--- src/hdl/lei_pkg.sv ---
// Shared types and constants for the length-encoded integer decoder.
`timescale 1ns / 1ps

package lei_pkg;

    localparam logic [7:0] PREFIX_NULL = 8'd251;
    localparam logic [7:0] PREFIX_2    = 8'd252;
    localparam logic [7:0] PREFIX_3    = 8'd253;
    localparam logic [7:0] PREFIX_8    = 8'd254;
    localparam logic [7:0] PREFIX_ERR  = 8'd255;

    localparam logic [3:0] NEED_2 = 4'd2;
    localparam logic [3:0] NEED_3 = 4'd3;
    localparam logic [3:0] NEED_8 = 4'd8;

    typedef enum logic [1:0] {
        ST_OK    = 2'd0,
        ST_NULL  = 2'd1,
        ST_ERR   = 2'd2,
        ST_TRUNC = 2'd3
    } t_status;

    typedef struct packed {
        logic [7:0] data_byte;
        logic       packet_end;
    } t_byte_item;

    typedef struct packed {
        logic       valid;
        t_byte_item item;
    } t_stage;

    typedef struct packed {
        logic [63:0] value;
        t_status     status;
        logic [3:0]  encoded_length;
    } t_result;

endpackage

--- src/hdl/lei_if.sv ---
// Valid/ready channel interfaces for packet bytes and decoded integers.
`timescale 1ns / 1ps

interface lei_byte_if;
    logic       valid;
    logic       ready;
    logic [7:0] data_byte;
    logic       packet_end;

    modport source (output valid, data_byte, packet_end, input ready);
    modport sink (input valid, data_byte, packet_end, output ready);
endinterface

interface lei_result_if;
    logic        valid;
    logic        ready;
    logic [63:0] value;
    logic [1:0]  status;
    logic [3:0]  encoded_length;

    modport source (output valid, value, status, encoded_length, input ready);
    modport sink (input valid, value, status, encoded_length, output ready);
endinterface

--- src/hdl/lei_in_stage.sv ---
// Input register that holds one packet byte for the decoder.
`timescale 1ns / 1ps

module lei_in_stage (
    input  logic            i_clk,
    input  logic            i_rst_n,
    lei_byte_if.sink        i_in_chan,
    input  logic            i_take,
    output lei_pkg::t_stage o_stage
);

    logic                r_valid;
    logic                n_valid;
    lei_pkg::t_byte_item r_item;
    logic                w_accept;

    assign i_in_chan.ready = !r_valid || i_take;
    assign w_accept        = i_in_chan.valid && i_in_chan.ready;

    always_comb begin
        if (w_accept) begin
            n_valid = 1'b1;
        end else if (i_take) begin
            n_valid = 1'b0;
        end else begin
            n_valid = r_valid;
        end
    end

    always_ff @(posedge i_clk) begin
        if (!i_rst_n) begin
            r_valid <= 1'b0;
        end else begin
            r_valid <= n_valid;
        end
    end

    always_ff @(posedge i_clk) begin
        if (w_accept) begin
            r_item.data_byte  <= i_in_chan.data_byte;
            r_item.packet_end <= i_in_chan.packet_end;
        end
    end

    assign o_stage.valid = r_valid;
    assign o_stage.item  = r_item;

endmodule

--- src/hdl/lei_core.sv ---
// Decode state, per-byte decode logic and the result register.
`timescale 1ns / 1ps

module lei_core (
    input  logic            i_clk,
    input  logic            i_rst_n,
    input  lei_pkg::t_stage i_stage,
    output logic            o_take,
    lei_result_if.source    o_out_chan
);

    logic [3:0]       r_rem;
    logic [63:0]      r_acc;
    logic [2:0]       r_pos;
    logic [3:0]       r_total;
    logic [3:0]       n_rem;
    logic [63:0]      n_acc;
    logic [2:0]       n_pos;
    logic [3:0]       n_total;

    logic             r_out_valid;
    lei_pkg::t_result r_res;
    lei_pkg::t_result w_res;
    logic             w_emit;
    logic [7:0]       w_byte;
    logic             w_last;
    logic [63:0]      w_merged;
    logic [3:0]       w_rem_dec;
    logic [3:0]       w_total_inc;
    logic [3:0]       w_need;

    assign w_byte = i_stage.item.data_byte;
    assign w_last = i_stage.item.packet_end;
    assign o_take = i_stage.valid && (!r_out_valid || o_out_chan.ready);

    always_comb begin
        unique case (w_byte)
            lei_pkg::PREFIX_2: w_need = lei_pkg::NEED_2;
            lei_pkg::PREFIX_3: w_need = lei_pkg::NEED_3;
            default:           w_need = lei_pkg::NEED_8;
        endcase
    end

    always_comb begin
        w_merged = r_acc;
        for (int k = 0; k < 8; k++) begin
            if (r_pos == 3'(k)) begin
                w_merged[8*k +: 8] = r_acc[8*k +: 8] | w_byte;
            end
        end
    end

    assign w_rem_dec   = r_rem - 4'd1;
    assign w_total_inc = r_total + 4'd1;

    always_comb begin
        n_rem                = r_rem;
        n_acc                = r_acc;
        n_pos                = r_pos;
        n_total              = r_total;
        w_emit               = 1'b0;
        w_res.value          = 64'd0;
        w_res.status         = lei_pkg::ST_OK;
        w_res.encoded_length = 4'd1;
        if (r_rem == 4'd0) begin
            priority if (w_byte < lei_pkg::PREFIX_NULL) begin
                w_emit      = 1'b1;
                w_res.value = {56'd0, w_byte};
            end else if (w_byte == lei_pkg::PREFIX_NULL) begin
                w_emit       = 1'b1;
                w_res.status = lei_pkg::ST_NULL;
            end else if (w_byte == lei_pkg::PREFIX_ERR) begin
                w_emit       = 1'b1;
                w_res.status = lei_pkg::ST_ERR;
            end else if (w_last) begin
                w_emit       = 1'b1;
                w_res.status = lei_pkg::ST_TRUNC;
            end else begin
                n_rem   = w_need;
                n_acc   = 64'd0;
                n_pos   = 3'd0;
                n_total = 4'd1;
            end
        end else begin
            if (w_rem_dec == 4'd0) begin
                w_emit               = 1'b1;
                w_res.value          = w_merged;
                w_res.encoded_length = w_total_inc;
            end else if (w_last) begin
                w_emit               = 1'b1;
                w_res.status         = lei_pkg::ST_TRUNC;
                w_res.encoded_length = w_total_inc;
            end
            if (w_emit) begin
                n_rem   = 4'd0;
                n_acc   = 64'd0;
                n_pos   = 3'd0;
                n_total = 4'd0;
            end else begin
                n_rem   = w_rem_dec;
                n_acc   = w_merged;
                n_pos   = r_pos + 3'd1;
                n_total = w_total_inc;
            end
        end
    end

    always_ff @(posedge i_clk) begin
        if (!i_rst_n) begin
            r_rem       <= 4'd0;
            r_acc       <= 64'd0;
            r_pos       <= 3'd0;
            r_total     <= 4'd0;
            r_out_valid <= 1'b0;
        end else begin
            if (o_take) begin
                r_rem   <= n_rem;
                r_acc   <= n_acc;
                r_pos   <= n_pos;
                r_total <= n_total;
            end
            if (o_take && w_emit) begin
                r_out_valid <= 1'b1;
            end else if (o_out_chan.ready) begin
                r_out_valid <= 1'b0;
            end
        end
    end

    always_ff @(posedge i_clk) begin
        if (o_take && w_emit) begin
            r_res <= w_res;
        end
    end

    assign o_out_chan.valid          = r_out_valid;
    assign o_out_chan.value          = r_res.value;
    assign o_out_chan.status         = r_res.status;
    assign o_out_chan.encoded_length = r_res.encoded_length;

endmodule

--- src/hdl/length_encoded_int_decoder_top.sv ---
// Top level of the length-encoded integer decoder.
`timescale 1ns / 1ps

// The decoder takes one packet byte per cycle and parses the stream as back-to-back
// length-encoded integers. Each byte passes an input register and then the decode logic,
// which loads a result register, so a result is offered from the result register once
// the byte that completes its integer has passed the input register and the decode logic.
// Bytes that complete nothing produce no transaction. A new byte can be accepted every
// cycle as long as the result side keeps taking transactions; a stalled result holds the
// input register, and input ready drops only once both registers are full.

module length_encoded_int_decoder_top (
    input  logic          i_clk,
    input  logic          i_rst_n,
    lei_byte_if.sink      i_in_chan,
    lei_result_if.source  o_out_chan
);

    lei_pkg::t_stage w_stage;
    logic            w_take;

    lei_in_stage u_in_stage (
        .i_clk     (i_clk),
        .i_rst_n   (i_rst_n),
        .i_in_chan (i_in_chan),
        .i_take    (w_take),
        .o_stage   (w_stage)
    );

    lei_core u_core (
        .i_clk      (i_clk),
        .i_rst_n    (i_rst_n),
        .i_stage    (w_stage),
        .o_take     (w_take),
        .o_out_chan (o_out_chan)
    );

    a_value_zero_unless_ok: assert property (@(posedge i_clk) disable iff (!i_rst_n)
        (o_out_chan.valid && (o_out_chan.status != lei_pkg::ST_OK))
            |-> (o_out_chan.value == 64'd0))
        else $error("Non-ok result carries a nonzero value.");

    a_length_range: assert property (@(posedge i_clk) disable iff (!i_rst_n)
        o_out_chan.valid |-> ((o_out_chan.encoded_length >= 4'd1)
            && (o_out_chan.encoded_length <= 4'd9)))
        else $error("Encoded length out of range.");

    a_marker_length: assert property (@(posedge i_clk) disable iff (!i_rst_n)
        (o_out_chan.valid && ((o_out_chan.status == lei_pkg::ST_NULL)
            || (o_out_chan.status == lei_pkg::ST_ERR)))
            |-> (o_out_chan.encoded_length == 4'd1))
        else $error("Marker result with length other than one.");

    a_reset_clears_output: assert property (@(posedge i_clk)
        $past(!i_rst_n) |-> !o_out_chan.valid)
        else $error("Result valid right after reset.");

endmodule
--- src/flat_wrapper.sv ---
// flat-port wrapper written by rule: the top's interface ports become plain ports
module length_encoded_int_decoder_top_flat 
  (i_clk, i_rst_n, i_in_chan_valid, i_in_chan_data_byte, i_in_chan_packet_end, i_in_chan_ready, o_out_chan_valid, o_out_chan_value, o_out_chan_status, o_out_chan_encoded_length, o_out_chan_ready);
  lei_byte_if i_in_chan_i ();
  lei_result_if o_out_chan_i ();
  input  logic i_clk;
  input  logic i_rst_n;
  input wire logic [$bits(i_in_chan_i.valid)-1:0] i_in_chan_valid;
  input wire logic [$bits(i_in_chan_i.data_byte)-1:0] i_in_chan_data_byte;
  input wire logic [$bits(i_in_chan_i.packet_end)-1:0] i_in_chan_packet_end;
  output wire logic [$bits(i_in_chan_i.ready)-1:0] i_in_chan_ready;
  output wire logic [$bits(o_out_chan_i.valid)-1:0] o_out_chan_valid;
  output wire logic [$bits(o_out_chan_i.value)-1:0] o_out_chan_value;
  output wire logic [$bits(o_out_chan_i.status)-1:0] o_out_chan_status;
  output wire logic [$bits(o_out_chan_i.encoded_length)-1:0] o_out_chan_encoded_length;
  input wire logic [$bits(o_out_chan_i.ready)-1:0] o_out_chan_ready;
  assign i_in_chan_i.valid = i_in_chan_valid;
  assign i_in_chan_i.data_byte = i_in_chan_data_byte;
  assign i_in_chan_i.packet_end = i_in_chan_packet_end;
  assign i_in_chan_ready = i_in_chan_i.ready;
  assign o_out_chan_valid = o_out_chan_i.valid;
  assign o_out_chan_value = o_out_chan_i.value;
  assign o_out_chan_status = o_out_chan_i.status;
  assign o_out_chan_encoded_length = o_out_chan_i.encoded_length;
  assign o_out_chan_i.ready = o_out_chan_ready;
  length_encoded_int_decoder_top u_core (.i_clk(i_clk), .i_rst_n(i_rst_n), .i_in_chan(i_in_chan_i), .o_out_chan(o_out_chan_i));
endmodule
--- config.mk ---
export PLATFORM = sky130hd
export DESIGN_NAME = length_encoded_int_decoder_top_flat
export DESIGN_NICKNAME = d
export VERILOG_FILES = /design/src/hdl/lei_pkg.sv /design/src/hdl/lei_if.sv /design/src/hdl/lei_in_stage.sv /design/src/hdl/lei_core.sv /design/src/hdl/length_encoded_int_decoder_top.sv /design/src/flat_wrapper.sv
export SDC_FILE = /design/constraint.sdc
export NUM_CORES = 1
export LEC_CHECK = 0
export BUFFER_PORTS_ARGS = -buffer_cell sky130_fd_sc_hd__buf_2
export CORE_ASPECT_RATIO = 0.9
export CORE_MARGIN = 2
export CORE_UTILIZATION = 61
export DETAILED_ROUTE_END_ITERATION = 12
export MAX_ROUTING_LAYER = met4
export PLACE_DENSITY = 0.93
export SLEW_MARGIN = 25
export SYNTH_ARGS = -nofsm -noshare
export SYNTH_HDL_FRONTEND = slang
export SYNTH_SLANG_ARGS = --single-unit
--- constraint.sdc ---
create_clock -name i_clk -period 9.55 [get_ports i_clk]
set_input_delay 0.955 -clock i_clk [delete_from_list [all_inputs] [get_ports i_clk]]
set_output_delay 0.955 -clock i_clk [all_outputs]
set_load 0.02 [all_outputs]
# After elaboration in Yosys (flattened, before gate mapping)
# Cells that the tools add are included.
# op_classes
n_mux	54
n_addsub	3
magnitude_cmp	1
bitwise_logic	8
n_eq_ne	15
reduce_logical	13
# op_table
op	count
$mux W64	7
$mux W8	9
$mux W66	1
$or A8 B8 Y8	8
$mux W4	13
$eq A8 B8 Y1 const B	4
$mux W3	6
$eq A3 B3 Y1 const B	4
$mux W1	11
$mux W2	5
$logic_not A4 Y1	2
$lt A8 B8 Y1 const B	1
$ne A2 B2 Y1 const B	4
$pmux W4 S2	1
$eq A3 B2 Y1 const B	2
$mux W6	1
$reduce_and A5 Y1	1
$add A4 B1 Y4 const B	1
$reduce_bool A2 Y1	2
$sub A4 B1 Y4 const B	1
$add A3 B1 Y3 const B	1
$eq A3 B1 Y1 const B	1
$logic_and A1 B1 Y1	3
$logic_not A3 Y1	1
other kinds (2)	4
# word_totals
wordCells	105
regBits	156
in_bits	13
out_inout_bits	72

# Longest topological paths before layout
# logic_depth
depth_word	7
ltp_mapped	10
depth_no_buf	7

# By module
# Synthesis repeated with hierarchy kept, for this count alone.
# unflattened
cells_unflattened	628
hier_area_um2	6667.6
# by_module_without_submodules
module	area_each_um2	seq_area_each_um2	instances	cells_per_inst
lei_core	6332.3	3623.5	1	613
lei_in_stage	335.3	290.3	1	15

# Worst setup path after synthesis
# Ideal clock, no wire load.
# synth_timing
path_type	reg-to-reg
startpoint	reg u_core.u_core.r_rem[0]
endpoint	reg u_core.u_core.r_res, in the netlist u_core.u_core.o_out_chan.encoded_length[0], enable pin
setup_ns	0.433
path_stages_with_launch	10
arrival_ns	3.291
n_path_buf	2
slack_ns	5.826
period_less_slack_ns	3.724
required_ns	9.117
cell_sequence	dfxtp_1 buf_2 inv_1 ha_1 buf_4 or2_1 o21ai_1 a31oi_1 a22oi_1 o21a_1
# synth_via
elab_chain_len	6
elab_cells_between_ends	7
cone_classes	add/sub (1); mux (3); reduce/logical (3)
# synth_rtl
item	line_no	source
from (decl)	lei_core.sv:12	logic [3:0] r_rem;
from (signal assigned)	lei_core.sv:117	r_rem <= n_rem;
$sub A4 B1 Y4	lei_core.sv:53	assign w_rem_dec = r_rem - 4'd1;
$logic_not A4 Y1	lei_core.sv:85	if (w_rem_dec == 4'd0) begin
$mux W1	lei_core.sv:85	
$mux W1	lei_core.sv:65	if (r_rem == 4'd0) begin
$mux W1 (*)	lei_core.sv:65	
$logic_and A1 B1 Y1 (*)	lei_core.sv:131	if (o_take && w_emit) begin
to (signal assigned)	lei_core.sv:132	r_res <= w_res;
to (decl)	lei_core.sv:22	lei_pkg::t_result r_res;
# Mark *: on every way between the ends. The rest lies on a longest branch, timed or not. The select of a mux whose other input is x is not followed.
# A chain may end at the register's enable or synchronous reset.

# Final worst setup path
# layout_timing
startpoint	reg u_core.u_core.r_rem[0]
endpoint	reg u_core.u_core.r_res, in the netlist u_core.u_core.o_out_chan.value[47], enable pin
# The elaborated chain is that of the path after synthesis.

==> flow_metrics.py <==
metrics = {
    "timing": {
        "fmax_ghz": 0.325,
        "tightest_slew_ps": 1010,
        "hold_violations": 0,
        "setup_violations": 0,
        "grt_setup_unrepaired": "no",
        "slew_viol_final": 0,
        "clock_skew_ps": 6.74,
        "finalCritPeriodShare_pct": 32.2,
        "period_needed_ps": 3080,
        "relSlewSlack_pct": 32.7,
        "fin_hold_ws_ps": 449,
        "fin_setup_tns_ps": 0,
    },
    "finish": {
        "areaGrowthSynthToFinish_pct": 15.4,
        "layout_commonest_cell": "nand2_1",
        "drive_above_1_share_pct": 20.5,
        "diodes": 0,
        "layout.nets": 677,
        "seq_area_um2": 3910,
        "fillCellCount": 632,
        "multi_input_area_um2": 2150,
        "mostFrequentLayoutCells": "87 x nand2_1, 84 x buf_2, 79 x edfxtp_1",
    },
    "die": {
        "initial_core_util_pct": 62.3,
        "rows": 35,
        "dieArea_um2": 11200,
        "die_h_um": 101,
        "fp.dieW_um": 111,
        "ios": 85,
        "coreArea_um2": 10200,
    },
    "clocking": {
        "htree_levels": 4,
        "cts_sinks": 156,
        "post_cts_buffers": 0,
        "cts_tree": "built",
        "numCtsBuffers": 17,
        "cts.reportedPaths.clkPinSlew_ps": 60,
        "root_buffer": "clkbuf_16",
        "insertion_delay_ps": 420,
        "ctsLongestPathBuffers": 2,
        "postCtsHoldBufs": 0,
        "cts-resized-gates": 0,
    },
    "synth": {
        "yosys.area.top_type": "edfxtp_1",
        "synth.yosys.seq_area_share_pct": 61.8,
        "synth_seq_cells": 156,
        "yosys-top-cells-area": "edfxtp_1 37%, dfxtp_1 24%, nand2_1 5.2%",
        "yosysUniqueCellTypes": 52,
        "synthCells": 598,
        "async_flop_share_pct": 0,
        "synthesis.area_um2": 6330,
        "syn_nets": 620,
        "synth_area_per_cell_um2": 10.6,
        "synth_top_flop_cell": "edfxtp_1",
        "synth_top_area_share_pct": 37.5,
        "ys_warn_count": 0,
        "synth_edf_count": 79,
    },
    "outcome": {
        "status": "completed",
    },
    "global_route": {
        "antenna_found_initial": 0,
        "grtUsageTotal_pct": 30.4,
        "met2_usage_pct": 47.0,
        "grt_pass1_vias": 4864,
        "grt_util_met1_pct": 39.4,
        "gr-total-overflow": 0,
        "grt_max_degree": 103,
        "grt_pass1_wl_mm": 25.6,
        "top_usage_layer": "met2",
        "grt_use_met3_pct": 7.22,
    },
    "route": {
        "drtAntennaViolNets": 0,
        "drt_pass1_iterations": 7,
        "drcViolationCount": 0,
        "avgViaCountPerCell": 6.51,
        "vias": 5189,
        "wl_per_cell_um": 20.6,
        "wirelength_mm": 16.4,
        "drt_first_iter_violations": 684,
    },
    "worst_setup_path": {
        "startpoint_type": "register",
        "crit_arrival_ps": 3120,
        "criticalPathCategory": "reg -> reg",
        "worstPathRequired_ps": 9590,
        "rr_endpoint": "u_core.u_core.o_out_chan.value[47]",
        "regToRegSetupSlack_ps": 6470,
        "worstRegToRegCells": 8,
        "critPathCaptureType": "register",
        "reg2reg_from": "u_core.u_core.r_rem[0]",
        "path_max_fanout": 70,
    },
    "pwr": {
        "p_per_area_nw_per_um2": 203,
        "ir_drop_v": 0.000149,
        "leakagePower_uw": 0.00257,
    },
    "place": {
        "hpwlAfterDp_mm": 9.07,
        "gp_congestion": 0.873,
        "io_buffers": 84,
    },
    "worst_hold_path": {
        "min_path_cells": 2,
        "min_from": "u_core.u_core.r_acc[61]",
        "hp-class": "reg -> reg",
        "hold_end": "u_core.u_core.r_acc[61]",
    },
    "job": {
        "cap_viol_max_count": 0,
    },
}
[logic make-up after synthesis]
family                     Yosys count  synth area share (%)
and+or+nand+nor                    207                  14.9
AOI/OAI and AO/OA                  168                  16.8
DFF                                156                  61.8
buffers and inverters               57                  4.47
adders and majority gates            9                  1.78
xor gates and xnor gates             1                 0.138
[final cells by class]
| cell class | instances | share of cell area (%) |
|---|---|---|
| clock buffer | 17 | 5.82 |
| tap | 129 | 2.21 |
| sequential | 156 | 53.6 |
| timing repair buffer | 88 | 6.17 |
| multi-input combinational | 385 | 29.4 |
| clock inverter | 15 | 2.47 |
| inverter | 7 | 0.360 |
[how the worst max path moves through the flow]
stage                                      start                                         end  slack, ps
final                     u_core.u_core.r_rem[0]          u_core.u_core.o_out_chan.value[47]       6470
after global routing      u_core.u_core.r_rem[0]           u_core.u_core.o_out_chan.value[4]       6340
after CTS                 u_core.u_core.r_rem[0]          u_core.u_core.o_out_chan.value[22]       6530
after detailed placement  u_core.u_core.r_rem[0]          u_core.u_core.o_out_chan.value[11]       6540
after global placement    u_core.u_core.r_rem[0]           u_core.u_core.o_out_chan.value[8]       6700
after floorplan           u_core.u_core.r_rem[0]  u_core.u_core.o_out_chan.encoded_length[0]       5830
[synthesized netlist by cell type (2+ instances only)]
library cell and count:
a21oi_1 62, and2_1 7, nand3_1 3, buf_2 10, o32a_1 2, nor2b_1 7
nand3b_1 3, nor2_1 61, nor4_1 3, o21ai_1 5, inv_1 7, clkbuf_1 32
or3_1 2, dfxtp_1 77, nor3_1 4, and4_1 2, a22o_1 8, a22oi_1 3
nand4_1 17, a21boi_1 3, o22ai_1 41, buf_6 7, o2bb2ai_1 8, a21oi_4 2
o21a_1 2, o221a_2 3, nand2_1 87, edfxtp_1 79, and3_1 2, ha_1 9
o21ai_0 19
[through the flow]
| step | util (%) | std cells | worst slack [ps] | power, µW | cell area [µm²] |
|---|---|---|---|---|---|
| finish | 71.9 | 797 | 6470 | 1490 | 7310 |
| global route | 71.9 | 797 | 6340 | 1520 | 7310 |
| CTS | 71.9 | 797 | 6530 | 1480 | 7310 |
| detailed placement | 65.9 | 765 | 6540 | 811 | 6700 |
| global placement | 65.9 | 765 | 6700 | 808 | 6700 |
| floorplan | - | 598 | 5830 | 785 | 6330 |
[report_power, final]
group / switching [µW] / internal [µW] / total [µW]
Sequential: 16.8 / 719 / 736
Clock: 292 / 395 / 687
Combinational: 47.1 / 16.9 / 64.0
Total: 356 / 1130 / 1490
[sequential cells by signal, indices dropped and copies added (netlist names)]
signal                                   cells
u_core.u_core.r_rem                          4
u_core.u_in_stage.o_stage                    9
u_core.u_core.r_acc                         64
u_core.u_core.o_out_chan.value              64
u_core.u_core.o_out_chan.status              2
u_core.u_in_stage.r_valid                    1
u_core.u_core.o_out_chan.valid               1
u_core.u_core.o_out_chan.encoded_length      4
u_core.u_core.r_total                        4
u_core.u_core.r_pos                          3
[per-layer routing]
layer / vias to the layer above / routed length (µm)
li1: 2276 / -
met1: 2404 / 6220
met4: 0 / 618
met2: 439 / 7730
met3: 70 / 1870
met5: - / 0
[critical path, cell delays in order, from the launching register on]
cell     delay, ps
dfxtp_1        480
inv_1           80
ha_1           290
or2_1          270
o21ai_1        250
a31oi_4        120
a22oi_1        310
o21a_2         160
buf_4          660
Power figures use the tool's default switching activity.
